[src/sv/apfp_pkg.sv]
// Shared types and constants for the audio presented frame projector.
// Used by every module of the block; depends on nothing else.
package apfp_pkg;

    localparam int FRAME_W = 64;
    localparam int MS_W    = 32;
    localparam int RATE_W  = 19;

    localparam logic [RATE_W-1:0] RATE_RESET = 19'd48000;

    // Nanoseconds to milliseconds is done one 16-bit digit per step.
    // The top digit is always below one million, so it needs no step.
    localparam int DIV_STEPS = 3;
    localparam int DIGIT_W   = 16;
    localparam int REM_W     = 20;
    localparam logic [REM_W-1:0] NS_PER_MS = 20'd1000000;
    // floor(x / 15625) for x below 2**30 equals (x * magic) >> 44.
    localparam logic [30:0] DIV15625_MAGIC = 31'd1125899907;
    localparam int DIV15625_SHIFT = 44;

    // floor(x / 1000) for any 32-bit x equals (x * magic) >> 38.
    localparam logic [9:0]  MS_PER_S      = 10'd1000;
    localparam logic [28:0] DIV1000_MAGIC = 29'd274877907;
    localparam int DIV1000_SHIFT = 38;

    typedef enum logic [1:0] {
        OP_PHYS  = 2'd0,
        OP_LOGIC = 2'd1,
        OP_QUERY = 2'd2
    } opcode_t;

    typedef enum logic [2:0] {
        KIND_STORED = 3'd0,
        KIND_REJECT = 3'd1,
        KIND_FRAME  = 3'd2,
        KIND_REPEAT = 3'd3,
        KIND_NONE   = 3'd4
    } kind_t;

    // One word as it travels down the pipeline after the decision stage.
    typedef struct packed {
        kind_t              kind;
        logic               upd_ms;  // accepted publish: load anchor time
        logic               phys;    // anchor time comes from the ns divider
        logic [63:0]        ns;
        logic [MS_W-1:0]    ms;      // logical anchor time or query time
        logic [FRAME_W-1:0] frame;   // anchor frame for a projection
        logic [FRAME_W-1:0] room;    // tail minus frame minus one
    } item_t;

endpackage

[src/sv/apfp_ctrl.sv]
// Input register and decision stage: anchor checks, sticky invalidation,
// anchor frame and tail storage. Depends on apfp_pkg.
module apfp_ctrl
    import apfp_pkg::*;
(
    input  logic               aclk,
    input  logic               aresetn,
    input  logic               en,
    input  logic               s_valid,
    input  logic [1:0]         s_opcode,
    input  logic [FRAME_W-1:0] s_presented_frame,
    input  logic [FRAME_W-1:0] s_submitted_tail,
    input  logic [63:0]        s_system_time_ns,
    input  logic [MS_W-1:0]    s_anchor_time_ms,
    input  logic [MS_W-1:0]    s_now_ms,
    output logic               out_valid,
    output item_t              out_item
);

    logic               in_valid_reg;
    logic [1:0]         op_reg;
    logic [FRAME_W-1:0] pf_reg;
    logic [FRAME_W-1:0] tail_reg;
    logic [63:0]        ns_reg;
    logic [MS_W-1:0]    atm_reg;
    logic [MS_W-1:0]    now_reg;

    logic               invalid_reg, invalid_next;
    logic               present_reg, present_next;
    logic               answered_reg, answered_next;
    logic [FRAME_W-1:0] anc_frame_reg, anc_frame_next;
    logic [FRAME_W-1:0] anc_tail_reg, anc_tail_next;

    logic               out_valid_reg;
    item_t              item_reg, item_next;
    logic               bad_publish;

    always_comb begin
        bad_publish    = invalid_reg || (tail_reg <= pf_reg);
        invalid_next   = invalid_reg;
        present_next   = present_reg;
        answered_next  = answered_reg;
        anc_frame_next = anc_frame_reg;
        anc_tail_next  = anc_tail_reg;

        item_next        = '0;
        item_next.kind   = KIND_NONE;
        item_next.ns     = ns_reg;
        item_next.frame  = anc_frame_reg;
        item_next.room   = anc_tail_reg - anc_frame_reg - 64'd1;

        case (opcode_t'(op_reg))
            OP_PHYS, OP_LOGIC: begin
                if (bad_publish || (op_reg == OP_PHYS && ns_reg == 64'd0)) begin
                    invalid_next   = 1'b1;
                    item_next.kind = KIND_REJECT;
                end else begin
                    anc_frame_next   = pf_reg;
                    anc_tail_next    = tail_reg;
                    present_next     = 1'b1;
                    item_next.kind   = KIND_STORED;
                    item_next.upd_ms = 1'b1;
                    item_next.phys   = (op_reg == OP_PHYS);
                    item_next.ms     = atm_reg;
                end
            end
            OP_QUERY: begin
                item_next.ms = now_reg;
                if (invalid_reg) begin
                    item_next.kind = KIND_REJECT;
                end else if (!present_reg) begin
                    item_next.kind = answered_reg ? KIND_REPEAT : KIND_NONE;
                end else begin
                    item_next.kind = KIND_FRAME;
                    answered_next  = 1'b1;
                end
            end
            default: begin
                item_next.kind = KIND_NONE;
            end
        endcase
    end

    always_ff @(posedge aclk) begin
        if (!aresetn) begin
            in_valid_reg  <= 1'b0;
            out_valid_reg <= 1'b0;
            invalid_reg   <= 1'b0;
            present_reg   <= 1'b0;
            answered_reg  <= 1'b0;
        end else if (en) begin
            in_valid_reg  <= s_valid;
            out_valid_reg <= in_valid_reg;
            if (in_valid_reg) begin
                invalid_reg  <= invalid_next;
                present_reg  <= present_next;
                answered_reg <= answered_next;
            end
        end
    end

    always_ff @(posedge aclk) begin
        if (en) begin
            op_reg   <= s_opcode;
            pf_reg   <= s_presented_frame;
            tail_reg <= s_submitted_tail;
            ns_reg   <= s_system_time_ns;
            atm_reg  <= s_anchor_time_ms;
            now_reg  <= s_now_ms;
            item_reg <= item_next;
            if (in_valid_reg) begin
                anc_frame_reg <= anc_frame_next;
                anc_tail_reg  <= anc_tail_next;
            end
        end
    end

    assign out_valid = out_valid_reg;
    assign out_item  = item_reg;

endmodule

[config.mk]
export PLATFORM = sky130hd
export DESIGN_NAME = apfp_ctrl
export DESIGN_NICKNAME = d
export VERILOG_FILES = /design/src/sv/apfp_pkg.sv /design/src/sv/apfp_ctrl.sv
export SDC_FILE = /design/constraint.sdc
export NUM_CORES = 1
export LEC_CHECK = 0
export ABC_AREA = 1
export BUFFER_PORTS_ARGS = -buffer_cell sky130_fd_sc_hd__buf_2
export CORE_ASPECT_RATIO = 2
export CORE_MARGIN = 2
export CORE_UTILIZATION = 55
export CTS_CLUSTER_SIZE = 10
export DETAILED_ROUTE_END_ITERATION = 7
export PLACE_DENSITY = 0.8
export SYNTH_ARGS = -nofsm -noshare
export SYNTH_HDL_FRONTEND = slang
export SYNTH_SLANG_ARGS = --single-unit
export TNS_END_PERCENT = 100
[constraint.sdc]
create_clock -name aclk -period 5.3 [get_ports aclk]
set_input_delay 0.795 -clock aclk [delete_from_list [all_inputs] [get_ports aclk]]
set_output_delay 0.795 -clock aclk [all_outputs]
set_load 0.01 [all_outputs]
# Word level (Yosys, flattened, before mapping)
# Index checks and enable logic that the tools add are counted.
# totals
romBits	0
wordCells	46
regBits	620
memories	0
latchBits	0
ramBits	0
output_inout_bits	230
# classes
reduce_logical	10
n_mux	8
n_mul	0
shifts	0
n_eq_ne	2
div	0
order_cmp	1
addsub	2
bitwise_logic	3
# ops
operator	count
$le 64x64->1	1
$logic_not 64->1	1
$pmux 32 s2	1
$sub 64x1->64 const B	1
$sub 64x64->64	1
$mux 32	1
$mux 3	3
$reduce_and 4->1	2
$pmux 3 s2	1
$reduce_and 5->1	1
$reduce_or 2->1	2
$not 1->1	3
$eq 2x1->1 const B	1
$eq 2x2->1 const B	1
$logic_not 2->1	1
$logic_or 1x1->1	2
$mux 2	1
$logic_and 1x1->1	1
$mux 1	1

# Logic depth before layout (Yosys ltp)
# Gate-level depths: netlist of the first run.
# depth
ltp_word	5
depth_mapped	20
depth_no_buf	19

# Worst setup path after synthesis of the first run
# OpenSTA, ideal clock, no wires.
# synth_path
path_kind	register to register
startpoint	reg tail_reg[31]
endpoint	reg anc_frame_reg[0], enable pin
setup_ns	0.481
arrival_ns	3.950
path_buffers	0
setup_slack_ns	0.869
path_stages_with_launch	12
synth_period_minus_slack_ns	4.431
path_cell_list	edfxtp_1 > ha_1 > nand2_1 > nor2_2 > and2_4 > nand3_1 > nor2_1 > nand2_1 > nand2_1 > nor2_1 > nand4_1 > inv_1
# synth_via
elab_chain_cells	5
# synth_lines
item	line_no	rtl
from (decl)	apfp_ctrl.sv:23	logic [FRAME_W-1:0] tail_reg;
from (signal assigned)	apfp_ctrl.sv:106	tail_reg <= s_submitted_tail;
$le 64x64->1	apfp_ctrl.sv:39	bad_publish = invalid_reg || (tail_reg <= pf_reg);
$logic_or 1x1->1	apfp_ctrl.sv:39	
$logic_or 1x1->1	apfp_ctrl.sv:54	if (bad_publish || (op_reg == OP_PHYS && ns_reg == 64'd0)) begin
$not 1->1 (no line)	-	
$reduce_and 4->1 (no line)	-	
to (signal assigned)	apfp_ctrl.sv:112	anc_frame_reg <= anc_frame_next;
to (decl)	apfp_ctrl.sv:31	logic [FRAME_W-1:0] anc_frame_reg, anc_frame_next;
# No other way between the ends.
# A chain may end at the register's enable or synchronous reset.

# Final worst setup path of the first run
# layout_path
startpoint	reg pf_reg[31]
endpoint	reg anc_frame_reg[17], enable pin
# layout_via
elab_chain_cells	5
# layout_lines
item	line_no	rtl
from (decl)	apfp_ctrl.sv:22	logic [FRAME_W-1:0] pf_reg;
from (signal assigned)	apfp_ctrl.sv:105	pf_reg <= s_presented_frame;
$le 64x64->1	apfp_ctrl.sv:39	
$logic_or 1x1->1	apfp_ctrl.sv:39	
$logic_or 1x1->1	apfp_ctrl.sv:54	
$not 1->1 (no line)	-	
$reduce_and 4->1 (no line)	-	
# No other way between the ends.

==> metrics.csv, run 1 <==
stage;metric;value;unit
drt;Via density;5.25;
synth;area leader, netlist;edfxtp_1;
setup_path;Critical Path AT;3530;ps
synth;mapped cell area;25700;µm²
global_routing;largest net degree at the start of global routing;189;
global_routing;remaining global-route overflow;0;
setup_path;R2R Setup Slk;2010;ps
floorplanning;core area;46400;µm²
drt;drt first pass iters;5;
setup_path;crit start category;flop;
clock_tree;clock sinks;620;
drt;1st-iter DRT viols;1216;
layout;max FFs per register;229;
clock_tree;CTS hold repair buffers;0;
sta;fin worst setup slack;2010;ps
floorplanning;number of top-level pins;492;
sta;minimum clock period;3290;ps
sta;Rel. slew slack;0.299;
layout;nets@finish;2918;
floorplanning;# rows;112;
global_routing;All-Layer GR Usage;0.255;
sta;Least-Margin Pin Slew;1050;ps
setup_path;Crit Path Class;flop to flop;
synth;main flop type after synthesis;edfxtp_1;
clock_tree;total setup buffers inserted after CTS;0;
placed_design;pre-CTS WS;2020;ps
clock_tree;Worst-Skew Late Latency;610;ps
synth;Post-synth EDFFs;615;
synth;Cell variety after synth;44;
floorplanning;Die Width;157;µm
global_routing;number of global-route vias before repair;17100;
setup_path;Max FO, Critical Path;66;
layout;synth-to-layout area growth;20.4;%
run_status;status;complete, no violations;
placed_design;Placer Congestion;0.933;
power;P_leak;0.0130;µW
synth;Synth area leaders;edfxtp_1 72%, ha_1 6.2%, nand2_1 4.9%;
synth;Syn. warnings;0;
floorplanning;DIE AREA;48600;µm²
setup_path;worst reg2reg path startpoint;pf_reg[31]$_DFFE_PP_;
setup_path;data required time of the worst path;5550;ps
setup_path;Worst Setup End Kind;flop;
hold_path;Hold EP;ns_reg[31]$_DFFE_PP_;
floorplanning;die height;310;µm
synth;Post-synth top cells;615 x edfxtp_1, 338 x nand2_1, 280 x inv_1, 171 x nor2_1, 127 x ha_1;
clock_tree;CTS resizes;0;
clock_tree;H-tree depth;3;
clock_tree;Clock transition at path regs;50;ps
drt;Post-Route WL;62.6;mm
sta;total negative slack;0;ps
synth;ys async rst share;0;
sta;Hold Vio Cnt, Final;0;
hold_path;Hold Crit Start;s_system_time_ns[31];
hold_path;hold path cells;1;
synth;Post-Syn Nets;2355;
synth;Avg Cell Area, Syn;13.1;µm²
synth;count leader, synth;edfxtp_1;
power;PD cells;353;nW/µm²
drt;DRC;0;
clock_tree;Root Buffer;clkbuf_16;
drt;via count;16700;
hold_path;Hold Path Class;input port to flop;
placed_design;I/O Buffers;491;
setup_path;R2R depth;13;
synth;Seq/Total Area, Yosys;0.722;
layout;layout cells sized above 1;0.237;
floorplanning;Initial Utilization;0.554;
job;Max Cap Viol;0;
power;IR drop worst, VDD;0.000378;V
sta;RSZ-0062 raised after global routing;no;
setup_path;RR Endpoint;anc_frame_reg[17]$_DFFE_PP_;
clock_tree;cts bufs inserted;72;
global_routing;first-pass GRT wire length;92.6;mm
synth;Yosys top cell area share;0.718;
drt;Routed Antenna Nets;0;
synth;Gate Count Post-Synth;1965;
setup_path;Crit. Startpoint;pf_reg[31]$_DFFE_PP_;
clock_tree;Clock Path Buffers;3;
layout;post-route cell area;31000;µm²
sta;Clock Skews;26.0;ps
sta;Slew Limit Fails;0;
drt;wire per inst;19.7;µm
placed_design;cell area after placement;29000;µm²
placed_design;hpwl dp;46.8;mm
sta;fmax;0.304;GHz
global_routing;initial antenna violation count;9;
sta;setup violators final;0;
sta;post-route clock period utilization;0.620;
clock_tree;CTS tree;built;
synth;FF+latch count, synth;620;
power breakdown:
| group | total, µW | internal (µW) | switching [µW] |
|---|---|---|---|
| registers | 5870 | 5740 | 126 |
| logic | 765 | 284 | 480 |
| clock network | 4300 | 2470 | 1830 |
| total | 10900 | 8500 | 2430 |
critical path: stages, from the launching register on:
cell and delay [ps]:
edfxtp_1 360, inv_1 60, ha_1 300, nand2_1 90, nor2_2 150, and2_4 170
and3_1 140, nand2_1 50, nand2_1 150, nand2_1 90, nand2_2 110, nand4_1 160
inv_4 610, buf_12 370
per-layer routing:
layer | wire, µm | up-vias | global-route usage
met5 | 21 | - | 0
met4 | 2080 | 4 | 0.0999
met3 | 5150 | 120 | 0.0562
met2 | 32500 | 702 | 0.452
met1 | 22800 | 7917 | 0.301
li1 | - | 7943 | -
cell type report:
| type | count | area, µm² |
|---|---|---|
| inverters | 282 | 1060 |
| multi-input cells | 1057 | 6050 |
| diodes | 7 | 17.5 |
| repair buffers | 495 | 2530 |
| clock buffers | 81 | 1860 |
| well taps | 627 | 785 |
| flip-flops and latches | 620 | 18600 |
| fillers | 3341 | 15400 |
| clock inverters | 7 | 93.8 |
cells by family after synthesis:
kind of cell               synth area share
AOI/OAI and AO/OA                    0.0528
buffers and inverters                0.0431
xor gates and xnor gates             0.0170
and+or+nand+nor                       0.102
adders and majority gates            0.0626
DFF                                   0.722
per-stage QoR:
stage / instances / utilization / hold slack [ps] / total power (µW)
final: 3176 / 0.668 / 359 / 10900
after global routing: 3175 / 0.667 / 343 / 11300
after CTS: 3169 / 0.667 / 335 / 11000
after detailed placement: 3081 / 0.625 / 432 / 6730
after global placement: 3081 / 0.625 / 429 / 6680
after floorplan: 1965 / - / 426 / 6280
worst max-delay path by stage:
stage          cells past startpoint  slack (ps)                     endpoint
6_report                          13        2010  anc_frame_reg[17]$_DFFE_PP_
5_1_grt                           13        1800  anc_frame_reg[18]$_DFFE_PP_
4_1_cts                           13        1970  anc_frame_reg[17]$_DFFE_PP_
3_5_place_dp                      12        2020  anc_frame_reg[17]$_DFFE_PP_
3_3_place_gp                      12        2110  anc_frame_reg[16]$_DFFE_PP_
2_1_floorplan                     11         870   anc_frame_reg[0]$_DFFE_PP_
cell usage in the layout, fill, tap and decap left out, types with 3 or more instances in the layout:
cell type,synthesis,layout
xnor2_1,6,6
nand2_2,13,13
o21ai_1,5,5
nor4_1,13,13
nor3_1,13,13
nand2_1,338,338
o21bai_1,11,11
clkbuf_1,3,8
edfxtp_1,615,615
and3_1,3,3
diode_2,0,7
a21oi_1,124,124
inv_1,280,279
o21a_1,5,5
o21ai_0,63,63
a31oi_1,12,12
ha_1,127,127
a21oi_2,3,3
buf_12,0,3
a21o_1,17,17
xor2_1,44,44
dfxtp_1,5,5
clkbuf_16,0,73
nand3_1,50,50
nor2_1,171,170
nand4_1,18,18
buf_2,0,490
(Power assumes the default switching activity.)
==> run 2: changes to the inputs <==
==> constraint.sdc (replaced) <==
create_clock -name aclk -period 3.3 [get_ports aclk]
set_input_delay 0.495 -clock aclk [delete_from_list [all_inputs] [get_ports aclk]]
set_output_delay 0.495 -clock aclk [all_outputs]
set_load 0.01 [all_outputs]
==> metrics.csv, run 2 (same netlist as run 1, synthesis figures left out) <==
stage;metric;value;unit;change
global_routing;number of global-route vias before repair;16600;;-2.9%
floorplanning;die height;310;µm;unchanged
drt;via count;16600;;-0.32%
floorplanning;DIE AREA;48600;µm²;unchanged
placed_design;I/O Buffers;491;;unchanged
floorplanning;Initial Utilization;0.554;;unchanged
setup_path;crit start category;flop;;
power;Pwr Total;17600;µW;+61%
clock_tree;clock sinks;620;;unchanged
floorplanning;number of top-level pins;492;;unchanged
setup_path;data required time of the worst path;3520;ps;-2030 ps
layout;commonest non-fill, non-tap cell in the layout;edfxtp_1;;
power;Sequential Power Share;0.536;;about the same
clock_tree;cts bufs inserted;71;;-1.4%
clock_tree;CTS hold repair buffers;0;;unchanged
run_status;status;complete, no violations;;
sta;Least-Margin Pin Slew;1110;ps;+54.2 ps
setup_path;crit path cell chain;ha_1 > nand2_1 > nor3_1 > nand2_1 > nor2_1 > nand2_1 > nand2_2 > nand4_1 > clkinvlp_4 > buf_6;;
drt;Via density;5.22;;-0.60%
sta;RSZ-0062 raised after global routing;no;;
global_routing;initial antenna violation count;7;;-2
floorplanning;# rows;112;;unchanged
floorplanning;core area;46400;µm²;unchanged
setup_path;worst path bufs/invs;2;;-1
layout;nets@finish;2922;;+0.14%
setup_path;slowest stage delay, CP;540;ps;-70 ps
power;PD cells;566;nW/µm²;+60%
clock_tree;Worst-Skew Late Latency;610;ps;about the same
power;Comb pwr share;0.071;;about the same
sta;Fin Hold WS;55.3;ps;-303 ps
sta;Hold Vio Cnt, Final;0;;unchanged
global_routing;largest net degree at the start of global routing;196;;+3.7%
setup_path;Critical Path AT;3260;ps;-270 ps
power;IR drop worst, VDD;0.000486;V;+28%
drt;drt first pass iters;5;;unchanged
placed_design;hpwl dp;46.6;mm;-0.49%
clock_tree;H-tree depth;3;;unchanged
sta;Rel. slew slack;0.262;;-0.0361
sta;fmax;0.330;GHz;+8.4%
job;Max Cap Viol;0;;unchanged
clock_tree;Root Buffer;clkbuf_16;;
clock_tree;Clock Path Buffers;3;;unchanged
drt;1st-iter DRT viols;1128;;-7.2%
global_routing;first-pass GRT wire length;92.2;mm;-0.39%
power;P_leak;0.0131;µW;+0.12%
sta;Clock Skews;23.2;ps;-2.77 ps
clock_tree;CTS tree;built;;
sta;Slew Limit Fails;0;;unchanged
layout;commonest cells after routing, fill and taps aside;615 x edfxtp_1, 490 x buf_2, 338 x nand2_1;;
power;switch share;0.225;;+0.00258
power;clock share of power;0.393;;about the same
hold_path;Hold Path Class;input port to flop;;
floorplanning;Die Width;157;µm;unchanged
global_routing;All-Layer GR Usage;0.256;;+0.00102
layout;max FFs per register;229;;unchanged
layout;synth-to-layout area growth;20.6;%;
setup_path;Slowest cell on crit path;buf_6;;
setup_path;Max FO, Critical Path;80;;+21%
setup_path;Worst Setup End Kind;flop;;
power;Psw;3950;µW;+63%
sta;minimum clock period;3030;ps;-254 ps
drt;DRC;0;;unchanged
clock_tree;Clock transition at path regs;50;ps;about the same
setup_path;Crit Path Class;flop to flop;;
layout;layout cells sized above 1;0.238;;+0.00133
setup_path;cell mode on critical path;nand2_1;;
sta;setup violators final;0;;unchanged
global_routing;remaining global-route overflow;0;;unchanged
setup_path;CP delay by family, top;simple AND/OR/NAND/NOR gates;;
sta;total negative slack;0;ps;unchanged
drt;Routed Antenna Nets;0;;unchanged
sta;post-route clock period utilization;0.919;;+0.299
power;Int Power;13600;µW;+60%
layout;final-layout fill cell count;3378;;+1.1%
placed_design;Placer Congestion;0.945;;+1.3%
drt;Post-Route WL;62.7;mm;+0.16%
drt;wire per inst;19.7;µm;-0.13%
run 2: power groups by stage:
| stage | combinational, µW | sequential [µW] | clock (µW) |
|---|---|---|---|
| floorplan | 495 | 9600 | 0 |
| global placement | 1200 | 9540 | 0 |
| detailed placement | 1240 | 9560 | 0 |
| CTS | 1250 | 9420 | 7020 |
| global route | 1380 | 9460 | 7300 |
| finish | 1240 | 9420 | 6900 |
run 2: final cells by class:
class / instances / area (µm²) / share of cell area
clock inverters: 7 / 146 / 0.00472
clock buffers: 87 / 1840 / 0.0592
well taps: 627 / 785 / 0.0253
diodes: 5 / 12.5 / 0.000403
repair buffers: 500 / 2560 / 0.0826
multi-input cells: 1057 / 6050 / 0.195
inverters: 282 / 1060 / 0.0342
flip-flops and latches: 620 / 18600 / 0.599
run 2: worst register-to-register path, cell delays in order (launching register included):
cell and delay [ps]:
edfxtp_1 390, ha_1 310, nand2_1 100, nor3_1 410, nand2_1 160, nor2_1 160
nand2_1 80, nand2_2 100, nand4_1 170, clkinvlp_4 130, buf_6 540
run 2: metal layers:
metal	global-route usage	up-vias	share of wire
met2	0.453	726	0.52
met4	0.0956	4	0.032
met1	0.304	7830	0.36
met3	0.0575	110	0.081
li1	-	7963	-
met5	0	-	0.00043
run 2: path summary, 6_finish.rpt:
| path | startpoint | to | slack (ps) | depth (start not counted) |
|---|---|---|---|---|
| min | s_submitted_tail[43] | tail_reg[43]$_DFFE_PP_ | 60 | 1 |
| max | tail_reg[39]$_DFFE_PP_ | anc_frame_reg[17]$_DFFE_PP_ | 270 | 10 |
| min reg2reg | anc_frame_reg[26]$_DFFE_PP_ | out_item[90]$_DFFE_PP_ | 440 | 0 |
| max reg2reg | tail_reg[39]$_DFFE_PP_ | anc_frame_reg[17]$_DFFE_PP_ | 270 | 10 |
run 2: repair_timing:
action,4_1_cts,5_1_grt
setup endpoints to repair,3,0
gates resized for setup,1,0
buffers inserted,0,0
run 2: stage by stage:
step                cells  setup slack (ps)  instance area [µm²]  utilization
finish               3185               267                31000        0.669
global route         3184             0.639                31000        0.669
CTS                  3180               211                31000        0.669
detailed placement   3086              27.7                29000        0.626
floorplan            1965              -422                25700            -
global placement     3086               126                29000        0.626
==> run 3: changes to the inputs <==
==> constraint.sdc (replaced) <==
create_clock -name aclk -period 2.9 [get_ports aclk]
set_input_delay 0.435 -clock aclk [delete_from_list [all_inputs] [get_ports aclk]]
set_output_delay 0.435 -clock aclk [all_outputs]
set_load 0.01 [all_outputs]
==> metrics.csv, run 3 (same netlist as run 1, synthesis figures left out) <==
stage;metric;value;unit;change
clock_tree;Root Buffer;clkbuf_16;;
power;PD cells;638;nW/µm²;+13%
setup_path;crit path cell chain;ha_1 > a21oi_1 > o21ai_0 > a21oi_1 > nand2_1 > a21oi_1 > nand2_2 > nand4_1 > clkinvlp_4 > buf_4 > buf_16;;
drt;drt first pass iters;5;;unchanged
sta;fin worst setup slack;141;ps;-125 ps
layout;layout cells sized above 1;0.238;;-0.000456
setup_path;Worst Setup End Kind;flop;;
layout;post-route cell area;31800;µm²;+2.5%
setup_path;Max FO, Critical Path;32;;-60%
global_routing;largest net degree at the start of global routing;170;;-13%
sta;fmax;0.362;GHz;+10%
drt;Routed Antenna Nets;0;;unchanged
clock_tree;CTS tree;built;;
power;switch share;0.223;;-0.00192
clock_tree;clock sinks;620;;unchanged
global_routing;remaining global-route overflow;0;;unchanged
layout;max FFs per register;229;;unchanged
layout;synth-to-layout area growth;23.6;%;
layout;commonest cells after routing, fill and taps aside;615 x edfxtp_1, 490 x buf_2, 337 x nand2_1;;
power;Comb pwr share;0.074;;+0.003
sta;Slew Limit Fails;0;;unchanged
sta;setup violators final;0;;unchanged
global_routing;first-pass GRT wire length;95.2;mm;+3.2%
drt;via count;17100;;+2.8%
drt;1st-iter DRT viols;1271;;+13%
clock_tree;Clock transition at path regs;50;ps;about the same
sta;minimum clock period;2760;ps;-275 ps
placed_design;pre-CTS WS;14.8;ps;-12.9 ps
layout;commonest non-fill, non-tap cell in the layout;edfxtp_1;;
floorplanning;Die Width;157;µm;unchanged
drt;DRC;0;;unchanged
setup_path;Slowest cell on crit path;edfxtp_1;;
power;P_leak;0.0134;µW;+2.5%
global_routing;number of global-route vias before repair;17400;;+4.6%
sta;Rel. slew slack;0.432;;+0.170
clock_tree;H-tree depth;3;;unchanged
floorplanning;Initial Utilization;0.554;;unchanged
run_status;status;complete, no violations;;
sta;Least-Margin Pin Slew;852;ps;-255 ps
setup_path;slowest stage delay, CP;400;ps;-140 ps
clock_tree;Clock Path Buffers;3;;unchanged
job;Max Cap Viol;0;;unchanged
placed_design;Placer Congestion;0.975;;+3.2%
power;Sequential Power Share;0.529;;-0.007
hold_path;Hold Path Class;input port to flop;;
setup_path;Crit Path Class;flop to flop;;
global_routing;All-Layer GR Usage;0.262;;+0.00526
setup_path;Critical Path AT;3070;ps;-190 ps
power;Psw;4530;µW;+14%
layout;final-layout fill cell count;3239;;-4.1%
power;Int Power;15800;µW;+16%
sta;Hold Vio Cnt, Final;0;;unchanged
placed_design;I/O Buffers;491;;unchanged
power;IR drop worst, VDD;0.000736;V;+51%
floorplanning;die height;310;µm;unchanged
floorplanning;core area;46400;µm²;unchanged
power;Pwr Total;20300;µW;+15%
setup_path;crit start category;flop;;
setup_path;cell mode on critical path;a21oi_1;;
drt;Post-Route WL;64.7;mm;+3.3%
sta;RSZ-0062 raised after global routing;no;;
sta;post-route clock period utilization;0.951;;+0.0321
clock_tree;Worst-Skew Late Latency;590;ps;-20 ps
power;clock share of power;0.396;;+0.003
floorplanning;number of top-level pins;492;;unchanged
setup_path;data required time of the worst path;3210;ps;-310 ps
sta;Clock Skews;22.3;ps;-0.982 ps
global_routing;initial antenna violation count;7;;unchanged
floorplanning;# rows;112;;unchanged
clock_tree;cts bufs inserted;72;;+1.4%
drt;wire per inst;19.9;µm;+1.1%
placed_design;cell area after placement;29100;µm²;+0.23%
floorplanning;DIE AREA;48600;µm²;unchanged
placed_design;hpwl dp;46.0;mm;-1.1%
drt;Via density;5.25;;+0.60%
layout;nets@finish;2988;;+2.3%
[run 3: final cells by class]
class / count / area, µm² / area share
Inverter: 282 / 1060 / 0.0334
Tap cell: 627 / 785 / 0.0247
Clock buffer: 92 / 1940 / 0.0610
Multi-Input combinational cell: 1058 / 6080 / 0.191
Timing Repair Buffer: 564 / 3260 / 0.102
Sequential cell: 620 / 18600 / 0.584
Antenna cell: 7 / 17.5 / 0.000551
Clock inverter: 5 / 77.6 / 0.00244
[run 3: per-layer routing]
layer	vias up	track usage	part of all wire
met3	126	0.0596	0.084
met5	-	0	0.00040
li1	8112	-	-
met2	787	0.463	0.51
met1	8071	0.310	0.37
met4	4	0.0964	0.034
[run 3: critical path: cells and delay by family, from the launching register on]
kind	cells	cell delay, ps
buf+inv	3	510
simple gates	3	430
flops	1	400
compound gates	4	760
fa+ha+maj	1	340
[run 3: path summary, 6_finish.rpt]
| path | slack [ps] | to | startpoint | cells past startpoint |
|---|---|---|---|---|
| max | 140 | anc_frame_reg[12]$_DFFE_PP_ | tail_reg[61]$_DFFE_PP_ | 11 |
| min | 20 | ns_reg[22]$_DFFE_PP_ | s_system_time_ns[22] | 1 |
| max reg2reg | 140 | anc_frame_reg[12]$_DFFE_PP_ | tail_reg[61]$_DFFE_PP_ | 11 |
| min reg2reg | 440 | anc_frame_reg[45]$_DFFE_PP_ | pf_reg[45]$_DFFE_PP_ | 0 |
[run 3: per-stage QoR]
stage / hold slack, ps / utilization / TNS (ps) / instances
6_report: 24.9 / 0.685 / 0 / 3255
5_1_grt: 3.47 / 0.685 / 0 / 3253
4_1_cts: 0.0576 / 0.683 / 0 / 3243
3_5_place_dp: 432 / 0.627 / 0 / 3090
3_3_place_gp: 429 / 0.627 / 0 / 3090
2_1_floorplan: 426 / - / -105190 / 1965
[run 3: repair_timing]
| item | CTS | global route |
|---|---|---|
| endpoints found under the setup margin | 0 | 162 |
| hold endpoints to repair | 56 | 0 |
| hold buffers | 56 | 0 |
| buffers inserted | 0 | 2 |
| resized for setup | 0 | 10 |
[run 3: power groups by stage]
stage,registers (µW),logic (µW),clock network [µW]
2_1_floorplan,10900,564,0
3_3_place_gp,10900,1360,0
4_1_cts,10700,1490,8170
6_report,10700,1510,8040
5_1_grt,10800,1670,8490
3_5_place_dp,10900,1400,0
